**src/mu8_pkg.sv**
```systemverilog
// ----------------------------------------------------------------------------
// mu8_pkg
// shared types and constants for the modified-utf-8 to utf-16 decoder
// ----------------------------------------------------------------------------
package mu8_pkg;

  localparam int QUEUE_DEPTH = 2;
  localparam int QPTR_W      = $clog2(QUEUE_DEPTH);
  localparam int QCNT_W      = $clog2(QUEUE_DEPTH + 1);

  typedef enum logic [2:0] {
    KIND_ASCII,
    KIND_LEAD2,
    KIND_LEAD3,
    KIND_CONT,
    KIND_BAD
  } byte_kind_t;

  typedef enum logic [1:0] {
    STATUS_OK        = 2'd0,
    STATUS_BAD_LEAD  = 2'd1,
    STATUS_BAD_CONT  = 2'd2,
    STATUS_PARTIAL   = 2'd3
  } status_t;

  typedef struct packed {
    logic [7:0] data_byte;
    logic       last_byte;
    byte_kind_t kind;
  } byte_item_t;

  typedef struct packed {
    logic [15:0] code_unit;
    status_t     status;
    logic        string_end;
  } result_t;

endpackage

```
**src/mutf8_to_utf16_decoder_unit.sv**
```systemverilog
// ----------------------------------------------------------------------------
// mutf8_to_utf16_decoder_unit
// java modified-utf-8 byte stream to utf-16 code unit decoder
// ----------------------------------------------------------------------------
// slave side takes one encoded byte per beat in s_tdata, with s_tlast on the
// final byte of a string. master side gives one utf-16 code unit per beat in
// m_tdata, the status code in m_tuser and the end-of-string flag in m_tlast.
// a 1-byte character gives its result from that byte, 2- and 3-byte
// characters from their last continuation byte; lead and middle bytes give
// no beat. on an error one beat with a nonzero status and zero data is sent,
// then bytes are dropped through the final byte of the string.
// a byte is written into the queue, then decoded into the output register.
// throughput: one byte per cycle unless a held result stalls, set by the
// combinational decode and the two-entry queue after the classifier.
// when m_tready is low the result holds; the queue keeps taking bytes until
// its two entries are full, then s_tready drops.
// synchronous reset clears the queue, the output valid flag and the sequence
// state; the first byte after reset starts a new character.
// ----------------------------------------------------------------------------
module mutf8_to_utf16_decoder_unit
  import mu8_pkg::*;
(
  input  logic        clk,
  input  logic        rst,
  input  logic        s_tvalid,
  output logic        s_tready,
  input  logic [7:0]  s_tdata,   // data_byte[7:0]
  input  logic        s_tlast,
  output logic        m_tvalid,
  input  logic        m_tready,
  output logic [15:0] m_tdata,   // code_unit[15:0]
  output logic [1:0]  m_tuser,   // status[1:0]
  output logic        m_tlast
);

  byte_item_t in_item;
  byte_item_t head_item;
  logic       head_valid;
  logic       head_ready;
  result_t    result;

  mu8_classify u_classify (
    .data_byte (s_tdata),
    .last_byte (s_tlast),
    .item      (in_item)
  );

  mu8_queue u_queue (
    .clk        (clk),
    .rst        (rst),
    .push_valid (s_tvalid),
    .push_ready (s_tready),
    .push_item  (in_item),
    .pop_valid  (head_valid),
    .pop_ready  (head_ready),
    .pop_item   (head_item)
  );

  mu8_decode u_decode (
    .clk        (clk),
    .rst        (rst),
    .item_valid (head_valid),
    .item_ready (head_ready),
    .item       (head_item),
    .out_valid  (m_tvalid),
    .out_ready  (m_tready),
    .out_result (result)
  );

  assign m_tdata = result.code_unit;
  assign m_tuser = result.status;
  assign m_tlast = result.string_end;

endmodule

```
**src/mu8_classify.sv**
```systemverilog
// ----------------------------------------------------------------------------
// mu8_classify
// front end: tags each incoming byte with its utf-8 role
// ----------------------------------------------------------------------------
module mu8_classify
  import mu8_pkg::*;
(
  input  logic [7:0] data_byte,
  input  logic       last_byte,
  output byte_item_t item
);

  byte_kind_t kind;

  always_comb begin
    unique casez (data_byte)
      8'b0???????: kind = KIND_ASCII;
      8'b10??????: kind = KIND_CONT;
      8'b110?????: kind = KIND_LEAD2;
      8'b1110????: kind = KIND_LEAD3;
      default:     kind = KIND_BAD;
    endcase
  end

  assign item.data_byte = data_byte;
  assign item.last_byte = last_byte;
  assign item.kind      = kind;

endmodule

```
**src/mu8_queue.sv**
```systemverilog
// ----------------------------------------------------------------------------
// mu8_queue
// short fifo between classifier and decoder
// ----------------------------------------------------------------------------
module mu8_queue
  import mu8_pkg::*;
(
  input  logic       clk,
  input  logic       rst,
  input  logic       push_valid,
  output logic       push_ready,
  input  byte_item_t push_item,
  output logic       pop_valid,
  input  logic       pop_ready,
  output byte_item_t pop_item
);

  byte_item_t              entries [QUEUE_DEPTH];
  logic [QPTR_W-1:0]       wr_ptr;
  logic [QPTR_W-1:0]       rd_ptr;
  logic [QCNT_W-1:0]       count;
  logic                    do_push;
  logic                    do_pop;

  assign push_ready = (count != QCNT_W'(QUEUE_DEPTH));
  assign pop_valid  = (count != '0);
  assign pop_item   = entries[rd_ptr];
  assign do_push    = push_valid && push_ready;
  assign do_pop     = pop_valid && pop_ready;

  always_ff @(posedge clk) begin
    if (do_push) begin
      entries[wr_ptr] <= push_item;
    end
  end

  always_ff @(posedge clk) begin
    if (rst) begin
      wr_ptr <= '0;
      rd_ptr <= '0;
      count  <= '0;
    end else begin
      if (do_push) begin
        wr_ptr <= (wr_ptr == QPTR_W'(QUEUE_DEPTH - 1)) ? '0 : wr_ptr + 1'b1;
      end
      if (do_pop) begin
        rd_ptr <= (rd_ptr == QPTR_W'(QUEUE_DEPTH - 1)) ? '0 : rd_ptr + 1'b1;
      end
      unique case ({do_push, do_pop})
        2'b10:   count <= count + 1'b1;
        2'b01:   count <= count - 1'b1;
        default: count <= count;
      endcase
    end
  end

endmodule

```
**src/mu8_decode.sv**
```systemverilog
// ----------------------------------------------------------------------------
// mu8_decode
// back end: sequence state, error handling and output register
// ----------------------------------------------------------------------------
module mu8_decode
  import mu8_pkg::*;
(
  input  logic       clk,
  input  logic       rst,
  input  logic       item_valid,
  output logic       item_ready,
  input  byte_item_t item,
  output logic       out_valid,
  input  logic       out_ready,
  output result_t    out_result
);

  logic [1:0]  bytes_pending, bytes_pending_next;
  logic [9:0]  partial_bits, partial_bits_next;
  logic        drop_to_end, drop_to_end_next;
  logic        emit;
  result_t     result;
  logic        advance;
  logic        fail;
  status_t     fail_status;

  assign advance    = !out_valid || out_ready;
  assign item_ready = advance;

  always_comb begin
    bytes_pending_next = bytes_pending;
    partial_bits_next  = partial_bits;
    drop_to_end_next   = drop_to_end;
    emit               = 1'b0;
    fail               = 1'b0;
    fail_status        = STATUS_OK;
    result.code_unit   = '0;
    result.status      = STATUS_OK;
    result.string_end  = item.last_byte;
    if (drop_to_end) begin
      if (item.last_byte) begin
        drop_to_end_next = 1'b0;
      end
    end else if (bytes_pending == 2'd0) begin
      unique case (item.kind)
        KIND_ASCII: begin
          emit             = 1'b1;
          result.code_unit = {8'd0, item.data_byte};
        end
        KIND_LEAD2: begin
          if (item.last_byte) begin
            fail        = 1'b1;
            fail_status = STATUS_PARTIAL;
          end else begin
            bytes_pending_next = 2'd1;
            partial_bits_next  = {5'd0, item.data_byte[4:0]};
          end
        end
        KIND_LEAD3: begin
          if (item.last_byte) begin
            fail        = 1'b1;
            fail_status = STATUS_PARTIAL;
          end else begin
            bytes_pending_next = 2'd2;
            partial_bits_next  = {6'd0, item.data_byte[3:0]};
          end
        end
        default: begin
          fail        = 1'b1;
          fail_status = STATUS_BAD_LEAD;
        end
      endcase
    end else if (item.kind != KIND_CONT) begin
      fail        = 1'b1;
      fail_status = (item.last_byte && bytes_pending > 2'd1) ? STATUS_PARTIAL
                                                             : STATUS_BAD_CONT;
    end else if (bytes_pending > 2'd1) begin
      if (item.last_byte) begin
        fail        = 1'b1;
        fail_status = STATUS_PARTIAL;
      end else begin
        partial_bits_next  = {partial_bits[3:0], item.data_byte[5:0]};
        bytes_pending_next = 2'd1;
      end
    end else begin
      emit               = 1'b1;
      result.code_unit   = {partial_bits, item.data_byte[5:0]};
      bytes_pending_next = 2'd0;
      partial_bits_next  = '0;
    end
    if (fail) begin
      emit               = 1'b1;
      result.code_unit   = '0;
      result.status      = fail_status;
      bytes_pending_next = 2'd0;
      partial_bits_next  = '0;
      drop_to_end_next   = !item.last_byte;
    end
  end

  always_ff @(posedge clk) begin
    if (rst) begin
      bytes_pending <= '0;
      partial_bits  <= '0;
      drop_to_end   <= 1'b0;
      out_valid     <= 1'b0;
    end else if (advance) begin
      out_valid <= item_valid && emit;
      if (item_valid) begin
        bytes_pending <= bytes_pending_next;
        partial_bits  <= partial_bits_next;
        drop_to_end   <= drop_to_end_next;
      end
    end
  end

  always_ff @(posedge clk) begin
    if (advance && item_valid && emit) begin
      out_result <= result;
    end
  end

  assert property (@(posedge clk) disable iff (rst) bytes_pending != 2'd3)
    else $error("bytes_pending out of range");

  assert property (@(posedge clk) disable iff (rst)
    drop_to_end |-> (bytes_pending == 2'd0 && partial_bits == '0))
    else $error("open character while dropping");

  assert property (@(posedge clk) disable iff (rst)
    (out_valid && out_result.status != STATUS_OK) |-> out_result.code_unit == '0)
    else $error("error result with nonzero code unit");

  assert property (@(posedge clk) disable iff (rst)
    (out_valid && !out_ready) |=> (out_valid && $stable(out_result)))
    else $error("stalled result changed");

endmodule

```
**config.mk**
```make
export PLATFORM = sky130hd
export DESIGN_NAME = mutf8_to_utf16_decoder_unit
export DESIGN_NICKNAME = d
export VERILOG_FILES = /design/src/mu8_pkg.sv /design/src/mutf8_to_utf16_decoder_unit.sv /design/src/mu8_classify.sv /design/src/mu8_queue.sv /design/src/mu8_decode.sv
export SDC_FILE = /design/constraint.sdc
export NUM_CORES = 1
export LEC_CHECK = 0
export ABC_CLOCK_PERIOD_IN_PS = 6800
export BUFFER_PORTS_ARGS = -buffer_cell sky130_fd_sc_hd__buf_4
export CAP_MARGIN = 20
export CORE_MARGIN = 1
export CORE_UTILIZATION = 50
export CTS_BUF_LIST = sky130_fd_sc_hd__clkbuf_16
export DETAILED_ROUTE_END_ITERATION = 10
export PLACE_DENSITY_LB_ADDON = 0.2
export SLEW_MARGIN = 20
export SYNTH_ARGS = -nofsm -noshare
export SYNTH_HDL_FRONTEND = slang
export SYNTH_HIERARCHICAL = 1
export SYNTH_SLANG_ARGS = --single-unit
export TNS_END_PERCENT = 50
```
**constraint.sdc**
```tcl
create_clock -name clk -period 6.8 [get_ports clk]
set_clock_uncertainty 0.2 [all_clocks]
set_input_delay 0.68 -clock clk [delete_from_list [all_inputs] [get_ports clk]]
set_output_delay 0.68 -clock clk [all_outputs]
set_load 0.005 [all_outputs]
```
-- Word-level counts from Yosys, hierarchy flattened
Memories as Yosys holds them, arrays and structs flattened. A register that Yosys moved wholly into a read port is not among the register bits.
Index checks and enable logic that the tools add are counted.
- $add $sub $neg: 4
- $lt $le $gt $ge: 1
- equal/unequal tests: 15
- multiplexer cells: 50
- bitwise logic cells: 2
- reduce and logical (&&, ||, !) cells: 18
- operators with widths (kind ; number):
    2-to-1 mux 10 bit ; 8
    2-to-1 mux 16 bit ; 3
    2-to-1 mux 2 bit ; 11
    2-to-1 mux 1 bit ; 21
    one-hot mux 10 bit (2 select lines) ; 1
    inequality test 4 bit (second input constant) ; 3
    one-hot mux 2 bit (2 select lines) ; 3
    one-hot mux 3 bit (4 select lines) ; 1
    2-to-1 mux 8 bit ; 1
    AND reduction 8 bit ; 1
    AND reduction 6 bit ; 1
    OR reduction 2 bit ; 3
    logical AND 1 bit ; 5
    equality test 2 bit (second input constant) ; 2
    equality test 4 bit (second input constant) ; 1
    inequality test 2 bit (second input constant) ; 2
    inequality test 4 x 3 -> 1 bit (second input constant) ; 1
    nonzero test 2 bit ; 2
    equality test 3 x 1 -> 1 bit (second input constant) ; 1
    equality test 3 x 2 -> 1 bit (second input constant) ; 1
    equality test 3 bit (second input constant) ; 1
    logical NOT 3 bit ; 1
    inequality test 3 x 1 -> 1 bit (second input constant) ; 1
    inequality test 3 x 2 -> 1 bit (second input constant) ; 1
    other kinds (11) ; 14
- register bits after elaboration: 37
- memory bits (writable): 24
- output and inout port bits: 21
- logic and storage cells: 101
- memories: 1
- memories (memory ; words ; width ; rd ports ; clocked after memory_dff ; write ports ; RTL line ; RTL):
    u_queue.entries ; 2 ; 12 ; 1 ; 1 ; 1 ; mu8_queue.sv:18 ; byte_item_t entries [QUEUE_DEPTH];

-- Logic depth before layout (Yosys ltp)
- word-level depth: 7
- depth in mapped cells: 7

-- By module
Netlist, hierarchy kept.
- by module, submodules not included (module ; instances ; cells an instance ; area an instance (um2)):
    mu8_decode ; 1 ; 122 ; 1461.4
    mu8_queue ; 1 ; 61 ; 1083.5
    mu8_classify ; 1 ; 13 ; 98.8

-- Worst setup path after synthesis
OpenSTA, ideal clock, no wires.
- kind: register -> register
- start: reg with a tool-made name
- end: reg u_decode/out_result[0] in the netlist's numbering (enable)
- library setup time: 0.401 ns
- arrival time: 2.464 ns
- required time: 6.199 ns
- slack: 3.735 ns
- cell stages (with the launch flop): 7
- path buffers: 1
- period minus slack after synthesis: 3.065 ns
- path through: dfxtp_1 > buf_2 > mux2_2 > nand2_1 > a211o_1 > nand2_1 > a21oi_1
- RTL lines (element ; RTL line ; RTL):
    end signal: assignment ; mu8_decode.sv:119 ; out_result <= result;
    end: declaration ; mu8_decode.sv:15 ; output result_t out_result

==> impl_results.rst <==
.. list-table::
   :header-rows: 1

   * - Metric
     - Value
   * - Routed met2 length
     - 2280 um
   * - FILL cells
     - 409
   * - Switching fraction of total power
     - 30.0%
   * - Ys async rst share
     - 0%
   * - GRT Total Usage
     - 19.0%
   * - Max Clock Freq
     - 331 MHz
   * - Hold Buf Count CTS
     - 0
   * - Setup violators final
     - 0
   * - Slew at the pin with the worst max-slew slack
     - 951 ps
   * - Most common flop cell mapped by yosys
     - sky130_fd_sc_hd__edfxtp_1
   * - Net count, final
     - 240
   * - Post-route ant nets
     - 0
   * - Via count of the first global-routing pass
     - 1583
   * - Number of buffers added for setup after CTS
     - 0
   * - Min Clock Period, post-route
     - 3020 ps
   * - Drc violations
     - 0
   * - Sum of negative setup slack
     - 0 ps
   * - Max Transition Viols Final
     - 0
   * - Crit path launch type
     - flip-flop
   * - Number of synthesized flops with an enable pin
     - 43
   * - Placer congestion estimate
     - 0.998
   * - Antenna violations before repair
     - 0
   * - Total of warnings raised by yosys
     - 6
   * - Gate power share
     - 29.2%
   * - Std-Cell Rows
     - 26
   * - Part of the power in registers
     - 41.1%
   * - Maximum number of pins on one net before global-route repair
     - 16
   * - Result of the run
     - finished clean
   * - Class of the most critical hold timing path
     - flip-flop to flip-flop
   * - Worst Path Arrival
     - 2820 ps
   * - Chip Width
     - 74.7 um
   * - Ranking of synthesized cells by area
     - sky130_fd_sc_hd__edfxtp_1, sky130_fd_sc_hd__dfxtp_1, sky130_fd_sc_hd__mux2_2, sky130_fd_sc_hd__buf_4, sky130_fd_sc_hd__and2_1
   * - Most common cell after layout, fill and taps aside
     - sky130_fd_sc_hd__edfxtp_1
   * - Detailed router's first-iteration violation count
     - 233
   * - Cells after synthesis
     - 196
   * - Max_cap viols
     - 0
   * - Clock tree from TritonCTS
     - yes
   * - Die Outline Area
     - 5580 um^2
   * - CTS root buffer
     - sky130_fd_sc_hd__clkbuf_16
   * - Final worst path period share
     - 44.4%
   * - Unrepaired setup endpoints after global routing
     - false
   * - Overall power of the completed layout
     - 0.00140 W
   * - Total length of routed wires
     - 4680 um
   * - Sequential-to-total area share from yosys stat
     - 63.2%
   * - Leakage dissipation
     - 1.17 nW
   * - Count of cells resized by post-cts repair
     - 0
   * - Path type of the worst setup path
     - flip-flop to flip-flop
   * - Required arrival time at the worst endpoint
     - 6610 ps
   * - Worst slack on hold paths
     - 273 ps
   * - Share of Yosys cell area claimed by the top area cell type
     - 48.8%
   * - Switching pwr
     - 0.000421 W
   * - Number of buffers added by the clock tree synthesis step
     - 9
   * - M1 wire length
     - 1970 um
   * - Area inside the core boundary
     - 5110 um^2
   * - Wire length of the first global-routing pass
     - 7540 um
   * - Clock network latency to the later pin of the worst-skew pair
     - 320 ps
   * - Post-synthesis net count
     - 210
   * - Clock transition at path regs
     - 50 ps
   * - Category of the worst setup path capture point
     - flip-flop
   * - Height of the die
     - 74.7 um
   * - Library cell occupying the most area in the post-synthesis netlist
     - sky130_fd_sc_hd__edfxtp_1
   * - Filler-free cell count of the finished design
     - 301
   * - Quantity of I/O buffers inserted on ports
     - 33
   * - Peak fanout along the critical path
     - 15
   * - Placed Cells
     - 285
   * - Pre-CTS setup slack
     - 3810 ps
   * - # diodes
     - 0
   * - Share of final-layout standard cells stronger than drive strength 1
     - 30.7%
   * - Power Dens Cells
     - 443 nW/um^2
   * - Number of distinct library cells after synthesis
     - 47
   * - Met3 WL post-DR
     - 349 um
   * - Synth Cell Area
     - 2640 um^2
   * - Uppermost layer routed
     - met4
   * - Final hold violations
     - 0
   * - Placed wire-length estimate
     - 3310 um
   * - Starting utilization of the core area
     - 51.8%
   * - Most frequent cells in the layout
     - sky130_fd_sc_hd__edfxtp_1, sky130_fd_sc_hd__buf_4, sky130_fd_sc_hd__dfxtp_1
   * - Total overflow reported by the global router
     - 0
   * - Total via count in the routed design
     - 1679
   * - Cell Int Power
     - 0.000982 W
   * - Register bit total from synthesis
     - 62
   * - R2r setup slk
     - 3780 ps
   * - Clk buf depth
     - 2
   * - Clock Power Share
     - 29.7%
   * - First-pass iteration count of the detailed router
     - 4
   * - Synth-to-Final Area Change
     - 19.8%
   * - Boundary Pins
     - 34
   * - Worst slew margin relative to its limit
     - 36.0%
   * - Average footprint of a synthesized cell
     - 13.5 um^2
   * - Routed wire per std cell
     - 15.5 um
   * - Worst VDD drop
     - 0.000334 V
   * - Detail-routed via count per cell
     - 5.58
   * - H-tree levels
     - 3
   * - Number of clock sinks
     - 62
   * - Slack of the critical path
     - 3780 ps
## cell families after synthesis
group / Yosys count / share of synthesized area, %
buf+inv: 22 / 4.83
flops: 62 / 63.2
fa+ha+maj: 2 / 0.899
mux: 12 / 5.11
compound gates: 40 / 12.8
xor+xnor: 3 / 0.994
simple gates: 55 / 12.1
## metal layers
layer	track usage (%)	up-vias
met4	7.76	0
met1	22.9	797
met5	0	-
li1	-	792
met3	7.36	11
met2	30.5	79
## area by class of cell
| class | instances | area [um^2] | share of cell area, % |
|---|---|---|---|
| timing repair buffer | 34 | 255 | 8.06 |
| clock buffer | 9 | 225 | 7.11 |
| sequential | 62 | 1670 | 52.8 |
| inverter | 7 | 26.3 | 0.830 |
| tap | 70 | 87.6 | 2.77 |
| clock inverter | 7 | 56.3 | 1.78 |
| multi-input combinational | 112 | 845 | 26.7 |
## sequential cells by signal, indices dropped and copies added (netlist names), 2 cells and up, named ones only
signal / flops
u_decode/bytes_pending: 2
u_decode/out_result: 19
u_decode/partial_bits: 10
u_queue/count: 2
u_queue/entries: 24
## cells in the mapped netlist, types with 2 or more instances
| cell | count |
|---|---|
| sky130_fd_sc_hd__edfxtp_1 | 43 |
| sky130_fd_sc_hd__dfxtp_1 | 19 |
| sky130_fd_sc_hd__and2_1 | 13 |
| sky130_fd_sc_hd__mux2_2 | 12 |
| sky130_fd_sc_hd__buf_4 | 11 |
| sky130_fd_sc_hd__a22o_1 | 9 |
| sky130_fd_sc_hd__nor2_1 | 9 |
| sky130_fd_sc_hd__nor3_1 | 8 |
| sky130_fd_sc_hd__a21oi_1 | 7 |
| sky130_fd_sc_hd__inv_1 | 7 |
| sky130_fd_sc_hd__nand2_1 | 6 |
| sky130_fd_sc_hd__o21ai_0 | 5 |
| sky130_fd_sc_hd__nand2b_1 | 4 |
| sky130_fd_sc_hd__buf_2 | 3 |
| sky130_fd_sc_hd__a2111oi_4 | 2 |
| sky130_fd_sc_hd__a22oi_1 | 2 |
| sky130_fd_sc_hd__nor4_1 | 2 |
| sky130_fd_sc_hd__o2111a_1 | 2 |
| sky130_fd_sc_hd__o211ai_1 | 2 |
| sky130_fd_sc_hd__or2_2 | 2 |
| sky130_fd_sc_hd__xnor2_1 | 2 |
## path summary, 6_finish.rpt
kind | startpoint | end | depth (start not counted)
hold reg to reg | u_decode/partial_bits[9]$_SDFFE_PP0P_ | u_decode/partial_bits[9]$_SDFFE_PP0P_ | 1
hold / removal | u_decode/partial_bits[9]$_SDFFE_PP0P_ | u_decode/partial_bits[9]$_SDFFE_PP0P_ | 1
setup / recovery | flip-flop | u_decode/out_result[11]$_SDFFCE_PP0P_ | 6
setup reg to reg | flip-flop | u_decode/out_result[11]$_SDFFCE_PP0P_ | 6
## through the flow
| stage | util [%] | cell area (um^2) |
|---|---|---|
| floorplan | - | 2640 |
| finish | 62.0 | 3170 |
| global placement | 56.5 | 2890 |
| detailed placement | 56.5 | 2890 |
| CTS | 62.0 | 3170 |
| global route | 62.0 | 3170 |
## power groups by stage
stage,combinational (W),clock (W),sequential (W)
4_1_cts,0.000405,0.000425,0.000577
2_1_floorplan,0.000268,0,0.000568
3_3_place_gp,0.000390,0,0.000580
5_1_grt,0.000449,0.000443,0.000589
6_report,0.000409,0.000417,0.000576
3_5_place_dp,0.000403,0,0.000584
## worst max-delay path, stage by stage (launching register included)
cell                      delay, ps
sky130_fd_sc_hd__dfxtp_1        620
sky130_fd_sc_hd__mux2_2         500
sky130_fd_sc_hd__nand2_1        180
sky130_fd_sc_hd__a211o_1        270
sky130_fd_sc_hd__nand2_1        170
sky130_fd_sc_hd__a21oi_1        450
sky130_fd_sc_hd__buf_4          320
No activity file was read; power rests on OpenSTA's default activity.
